`config.mk`:
```
export PLATFORM = sky130hd
export DESIGN_NAME = button_debounce_press_classifier
export DESIGN_NICKNAME = d
export VERILOG_FILES = /design/src/hdl/bdpc_pkg.sv /design/src/hdl/bdpc_cfg.sv /design/src/hdl/bdpc_classify.sv /design/src/hdl/button_debounce_press_classifier.sv
export SDC_FILE = /design/constraint.sdc
export NUM_CORES = 1
export LEC_CHECK = 0
export BUFFER_PORTS_ARGS = -buffer_cell sky130_fd_sc_hd__clkbuf_2
export CORE_MARGIN = 4
export CORE_UTILIZATION = 50
export CTS_BUF_LIST = sky130_fd_sc_hd__clkbuf_8
export CTS_CLUSTER_DIAMETER = 40
export DETAILED_ROUTE_END_ITERATION = 7
export GPL_TIMING_DRIVEN = 0
export HOLD_SLACK_MARGIN = 0.03
export PLACE_DENSITY_LB_ADDON = 0.15
export SYNTH_ARGS = -nofsm -noshare
export SYNTH_HDL_FRONTEND = slang
export SYNTH_SLANG_ARGS = --single-unit
```
`constraint.sdc`:
```
create_clock -name i_clk -period 9.38 [get_ports i_clk]
set_input_delay 1.876 -clock i_clk [delete_from_list [all_inputs] [get_ports i_clk]]
set_output_delay 1.876 -clock i_clk [all_outputs]
set_load 0.02 [all_outputs]
```
`src/hdl/bdpc_pkg.sv`:
```
// Shared types, constants and helpers for the button debounce press classifier
`default_nettype none

package bdpc_pkg;

    localparam int TIME_BITS = 32;

    localparam int IN_TDATA_W  = 40;
    localparam int OUT_TDATA_W = 8;
    localparam int CFG_ADDR_W  = 2;
    localparam int CFG_DATA_W  = 32;

    typedef logic [TIME_BITS-1:0] t_time;

    typedef enum logic [1:0] {
        EVT_NONE  = 2'd0,
        EVT_SHORT = 2'd1,
        EVT_LONG  = 2'd2
    } t_event;

    typedef enum logic [CFG_ADDR_W-1:0] {
        REG_PRESS_LEVEL     = 2'd0,
        REG_DEBOUNCE_TIME   = 2'd1,
        REG_LONG_PRESS_TIME = 2'd2
    } t_reg_index;

    typedef struct packed {
        logic  press_level;
        t_time debounce_time;
        t_time long_press_time;
    } t_cfg;

    localparam logic [31:0] DEBOUNCE_RESET   = 32'd20;
    localparam logic [31:0] LONG_PRESS_RESET = 32'd1000;

    function automatic t_time to_time(input logic [31:0] value);
        logic [63:0] wide;
        wide = {32'd0, value};
        return wide[TIME_BITS-1:0];
    endfunction

endpackage

`default_nettype wire

```
`src/hdl/bdpc_cfg.sv`:
```
// Configuration register file of the press classifier
`default_nettype none

module bdpc_cfg (
    input  wire logic                               i_clk,
    input  wire logic                               i_rst_n,
    input  wire logic                               i_cfg_we,
    input  wire logic [bdpc_pkg::CFG_ADDR_W-1:0]    i_cfg_addr,
    input  wire logic [bdpc_pkg::CFG_DATA_W-1:0]    i_cfg_data,
    output bdpc_pkg::t_cfg                          o_cfg
);
    import bdpc_pkg::*;

    t_cfg r_cfg;

    always_ff @(posedge i_clk) begin
        if (!i_rst_n) begin
            r_cfg.press_level     <= 1'b0;
            r_cfg.debounce_time   <= to_time(DEBOUNCE_RESET);
            r_cfg.long_press_time <= to_time(LONG_PRESS_RESET);
        end else if (i_cfg_we) begin
            case (i_cfg_addr)
                REG_PRESS_LEVEL:     r_cfg.press_level     <= i_cfg_data[0];
                REG_DEBOUNCE_TIME:   r_cfg.debounce_time   <= to_time(i_cfg_data);
                REG_LONG_PRESS_TIME: r_cfg.long_press_time <= to_time(i_cfg_data);
                default: ;
            endcase
        end
    end

    assign o_cfg = r_cfg;

endmodule

`default_nettype wire

```
`src/hdl/bdpc_classify.sv`:
```
// Debounce state and press classification for one registered sample
`default_nettype none

module bdpc_classify (
    input  wire logic             i_clk,
    input  wire logic             i_rst_n,
    input  wire logic             i_en,
    input  wire logic             i_raw,
    input  bdpc_pkg::t_time       i_now,
    input  bdpc_pkg::t_cfg        i_cfg,
    output bdpc_pkg::t_event      o_event,
    output logic                  o_pressed
);
    import bdpc_pkg::*;

    logic   r_last_raw;
    t_time  r_change_time;
    logic   r_stable;
    t_time  r_press_time;
    logic   r_long_done;

    logic   n_stable;
    t_time  n_press_time;
    logic   n_long_done;
    t_time  change_time;
    t_time  since_change;
    t_time  held;
    t_event evt;

    always_comb begin
        change_time  = (i_raw != r_last_raw) ? i_now : r_change_time;
        since_change = i_now - change_time;
        held         = i_now - r_press_time;
        n_stable     = r_stable;
        n_press_time = r_press_time;
        n_long_done  = r_long_done;
        evt          = EVT_NONE;
        if (since_change >= i_cfg.debounce_time) begin
            if (i_raw != r_stable) begin
                n_stable = i_raw;
                if (i_raw) begin
                    n_press_time = i_now;
                    n_long_done  = 1'b0;
                end else if (!r_long_done && held != '0) begin
                    evt = EVT_SHORT;
                end
            end else if (r_stable && !r_long_done &&
                         held >= i_cfg.long_press_time) begin
                n_long_done = 1'b1;
                evt         = EVT_LONG;
            end
        end
    end

    always_ff @(posedge i_clk) begin
        if (!i_rst_n) begin
            r_last_raw    <= 1'b0;
            r_change_time <= '0;
            r_stable      <= 1'b0;
            r_press_time  <= '0;
            r_long_done   <= 1'b0;
        end else if (i_en) begin
            r_last_raw    <= i_raw;
            r_change_time <= change_time;
            r_stable      <= n_stable;
            r_press_time  <= n_press_time;
            r_long_done   <= n_long_done;
        end
    end

    assign o_event   = evt;
    assign o_pressed = n_stable;

endmodule

`default_nettype wire

```
`src/hdl/button_debounce_press_classifier.sv`:
```
// Top level of the button debounce and short/long press classifier
//
//  channel   direction  handshake                      payload
//  s_axis    in         s_axis_tvalid/s_axis_tready    pin_level, now_time
//  m_axis    out        m_axis_tvalid/m_axis_tready    press_event, is_pressed
//  cfg       in         i_cfg_we                       i_cfg_addr, i_cfg_data
//
// One request per cycle while the result is not stalled; an accepted request passes
// through the input register, then classify logic into the result register.
// Synchronous active-low reset empties both registers and clears the state.
// A stalled result holds the output register; the input side keeps taking
// requests as long as the input register can move on.
`default_nettype none

module button_debounce_press_classifier (
    input  wire logic                                i_clk,
    input  wire logic                                i_rst_n,
    input  wire logic                                s_axis_tvalid,
    output logic                                     s_axis_tready,
    // [0] pin_level, [32:1] now_time, [39:33] zero
    input  wire logic [bdpc_pkg::IN_TDATA_W-1:0]     s_axis_tdata,
    output logic                                     m_axis_tvalid,
    input  wire logic                                m_axis_tready,
    // [1:0] press_event, [2] is_pressed, [7:3] zero
    output logic [bdpc_pkg::OUT_TDATA_W-1:0]         m_axis_tdata,
    input  wire logic                                i_cfg_we,
    input  wire logic [bdpc_pkg::CFG_ADDR_W-1:0]     i_cfg_addr,
    input  wire logic [bdpc_pkg::CFG_DATA_W-1:0]     i_cfg_data
);
    import bdpc_pkg::*;

    t_cfg   cfg;
    logic   r_in_valid;
    logic   r_in_raw;
    t_time  r_in_now;
    logic   r_out_valid;
    t_event r_out_event;
    logic   r_out_pressed;
    logic   out_free;
    logic   advance;
    logic   in_ready;
    t_event evt;
    logic   pressed;

    bdpc_cfg u_cfg (
        .i_clk      (i_clk),
        .i_rst_n    (i_rst_n),
        .i_cfg_we   (i_cfg_we),
        .i_cfg_addr (i_cfg_addr),
        .i_cfg_data (i_cfg_data),
        .o_cfg      (cfg)
    );

    assign out_free = !r_out_valid || m_axis_tready;
    assign advance  = r_in_valid && out_free;
    assign in_ready = !r_in_valid || out_free;

    always_ff @(posedge i_clk) begin
        if (!i_rst_n) begin
            r_in_valid <= 1'b0;
        end else if (in_ready) begin
            r_in_valid <= s_axis_tvalid;
        end
    end

    always_ff @(posedge i_clk) begin
        if (in_ready && s_axis_tvalid) begin
            r_in_raw <= (s_axis_tdata[0] == cfg.press_level);
            r_in_now <= to_time(s_axis_tdata[32:1]);
        end
    end

    bdpc_classify u_classify (
        .i_clk     (i_clk),
        .i_rst_n   (i_rst_n),
        .i_en      (advance),
        .i_raw     (r_in_raw),
        .i_now     (r_in_now),
        .i_cfg     (cfg),
        .o_event   (evt),
        .o_pressed (pressed)
    );

    always_ff @(posedge i_clk) begin
        if (!i_rst_n) begin
            r_out_valid <= 1'b0;
        end else if (out_free) begin
            r_out_valid <= r_in_valid;
        end
    end

    always_ff @(posedge i_clk) begin
        if (advance) begin
            r_out_event   <= evt;
            r_out_pressed <= pressed;
        end
    end

    assign s_axis_tready = in_ready;
    assign m_axis_tvalid = r_out_valid;
    assign m_axis_tdata  = {5'd0, r_out_pressed, r_out_event};

endmodule

`default_nettype wire

```
==> impl_metrics.yaml <==
global_route:
  track_usage_pct: 23.8
  grt_max_degree: 34
  antenna_found_initial: 1
  grt_pass1_vias: 9568
  grt_pass1_wl_mm: 49.2
  overflow: 0
die:
  start_util_pct: 50.6
  die_x_um: 162
  rows: 56
  die_h_um: 162
  core_region_area_sq_um: 23400
  fp.dieArea_sq_um: 26200
  boundaryPins: 89
hold_path:
  worstHoldEndpoint: "u_cfg.o_cfg[17]"
  hold_start: "u_cfg.o_cfg[17]"
  hold_path_depth: 2
  hold_path_class: "register to register"
logic_synthesis:
  synth_flop_cell: "dfxtp_1"
  synth_area_sq_um: 11800
  synthXorXnorAreaFrac_pct: 4.19
  synth_top_family_by_area: "compound AO/OA/AOI/OAI gates"
  synth_async_sr_flop_share_pct: 0
  synth-simple-area-share_pct: 17.6
  ys_warn_count: 0
  synth.area.mux_share_pct: 5.17
  synth_top_area_share_pct: 22.6
  synthAdderAreaFrac_pct: 13.1
  synth-compound-area-share_pct: 22.1
  synthTopCellsByArea: "dfxtp_1 23%, ha_1 13%, edfxtp_1 9.1%, nand2_1 6.7%, mux2i_1 5.0%"
  synth.distinct_cells: 81
  syn_inst: 1400
  syn_avg_cell_area_sq_um: 8.46
  ys_seq_elements: 170
  synth-seq-area-share_pct: 31.8
  synth_edf_count: 36
  synth.largest_area_cell: "dfxtp_1"
timing:
  fin_skew_ns: 0.0170
  tightest_slew_ns: 1.08
  setup_viol: 0
  hold_ws_ns: 0.469
  fmax_ghz: 0.121
  relSlewSlack_pct: 26.8
  finalHoldViolations: 0
  final-max-slew-violation-count: 0
  min_period_ns: 8.25
  fin_setup_tns_ns: 0
  rsz0062_at_grt: "no"
  post-route-period-util_pct: 87.9
cells_and_area:
  n_fill_cell: 2299
  diodes: 0
  area_growth_pct: 10.2
  drive_above_1_share_pct: 9.53
  final_common_cell: "nand2_1"
  nets: 1700
  final_util_pct: 55.8
  layout.cells.most_common_list: "210 x nand2_1, 134 x dfxtp_1, 122 x ha_1"
setup_path:
  crit_top_cell: "clkbuf_1"
  path_class: "register to register"
  cp-end-kind: "register"
  r2r-end: "u_classify.r_press_time[26]"
  r2r-start: "r_in_raw"
  cp.required_ns: 9.74
  worstPathArrival_ns: 8.61
  r2r_setup_slack_ns: 1.13
  path_max_fanout: 10
  start_kind: "register"
  slowest_stage: "clkbuf_1"
  worst_r2r_path_depth: 25
  cp_slowest_stage_delay_ns: 0.60
pwr:
  vdd_drop_max_v: 0.000102
  power_density_nw_per_um2: 159
  leakage_nw: 5.23
  total_power_mw: 2.07
detailed_routing:
  ant_nets: 0
  first_iter_violations: 568
  wirelength_mm: 31.2
  post-route-drc-count: 0
  vias: 10113
  drt_first_pass_iters: 5
  wl_per_cell_um: 17.0
  viasPerCell: 5.53
clock_network:
  cts.clk_slew.worst_paths_ns: 0.09
  holdBufCountCts: 0
  clkLatencyLatePin_ns: 0.47
  cts_buffers: 17
  postCtsSetupRepairBufs: 0
  clockBufferDepth: 2
  cts_resized: 0
  cts_root_buffer: "clkbuf_8"
  cts_num_sinks: 170
  cts_tree: "done"
  h-tree-depth: 4
placement:
  port_buffers: 75
  gp_congestion: 0.910
  place_hpwl_mm: 24.9
run:
  drv_cap: 0
status:
  outcome: "complete, no violations"
-- registers in the layout (all words and copies together), names as in the netlist --
name and cells:
r_out_event 2, m_axis_tvalid 1, r_in_valid 1, u_cfg.o_cfg 65, u_classify.r_press_time 32, u_classify.r_last_raw 1
r_in_now 32, u_classify.r_change_time 32, r_in_raw 1, r_out_pressed 1, u_classify.r_long_done 1, u_classify.r_stable 1
-- kinds of logic (layout without fill, tap and decap cells) --
group | after synthesis | count (layout)
flip-flops | 170 | 170
buffers and inverters | 182 | 289
AO/OA/AOI/OAI | 373 | 373
adder cells (fa/ha/maj) | 123 | 123
multiplexers | 61 | 61
AND/OR/NAND/NOR | 435 | 435
XOR/XNOR | 55 | 55
other | 1 | 5
-- synthesized netlist by cell type, types with 13 or more instances --
master    count
nand2_1     210
dfxtp_1     134
ha_1        122
inv_1       117
a21oi_1      84
a21boi_0     72
mux2i_1      59
nor2_1       57
nor2b_1      54
o21ai_0      53
clkbuf_1     45
edfxtp_1     36
a21o_1       33
xnor2_1      31
xor2_1       22
o211a_1      21
nand4_1      19
o211ai_1     17
nand2b_1     14
nand3_1      14
nor3_1       13
-- final cells by class --
class / instances / area [sq um] / area share (%)
plain buffers: 65 / 277 / 2.12
inverters: 117 / 439 / 3.36
flip-flops and latches: 170 / 3760 / 28.8
clock inverters: 13 / 153 / 1.17
clock buffers: 19 / 262 / 2.00
multi-input cells: 1052 / 7380 / 56.6
repair buffers: 75 / 375 / 2.88
well taps: 319 / 399 / 3.06
-- layer usage --
layer	routed length, um	track usage, %
met5	0	0
met2	15300	41.7
met3	1090	3.50
met4	1160	9.00
met1	13600	29.8
-- per-stage QoR --
step	worst slack [ns]	area, sq um	instances
4_1_cts	1.14	13100	1830
5_1_grt	0.520	13100	1830
3_3_place_gp	1.27	12600	1798
6_report	1.13	13100	1830
3_5_place_dp	1.20	12600	1798
2_1_floorplan	3.32	11900	1404
-- worst max-delay path: cells and delay by family (launching register included) --
family / cells / cell delay [ns]
compound gates: 11 / 3.28
buf+inv: 5 / 2.15
simple gates: 5 / 1.08
mux: 1 / 0.25
fa+ha+maj: 2 / 0.52
flops: 1 / 0.37
xor+xnor: 1 / 0.46
-- worst max path at each step --
stage                                        endpoint     start  slack, ns
after floorplan            u_classify.r_press_time[3]  r_in_raw       3.32
after global placement    u_classify.r_press_time[26]  r_in_raw       1.27
after detailed placement  u_classify.r_press_time[26]  r_in_raw       1.20
after CTS                 u_classify.r_press_time[26]  r_in_raw       1.14
after global routing      u_classify.r_press_time[26]  r_in_raw       0.52
final                     u_classify.r_press_time[26]  r_in_raw       1.13
-- power by group --
group / leakage (nW) / total, mW / switching (mW) / internal (mW)
combinational: 3.58 / 0.697 / 0.412 / 0.285
sequential: 1.44 / 0.808 / 0.0264 / 0.782
clock: 0.215 / 0.565 / 0.306 / 0.259
total: 5.23 / 2.07 / 0.744 / 1.33
Note: power is estimated with default switching activity, not from simulation.
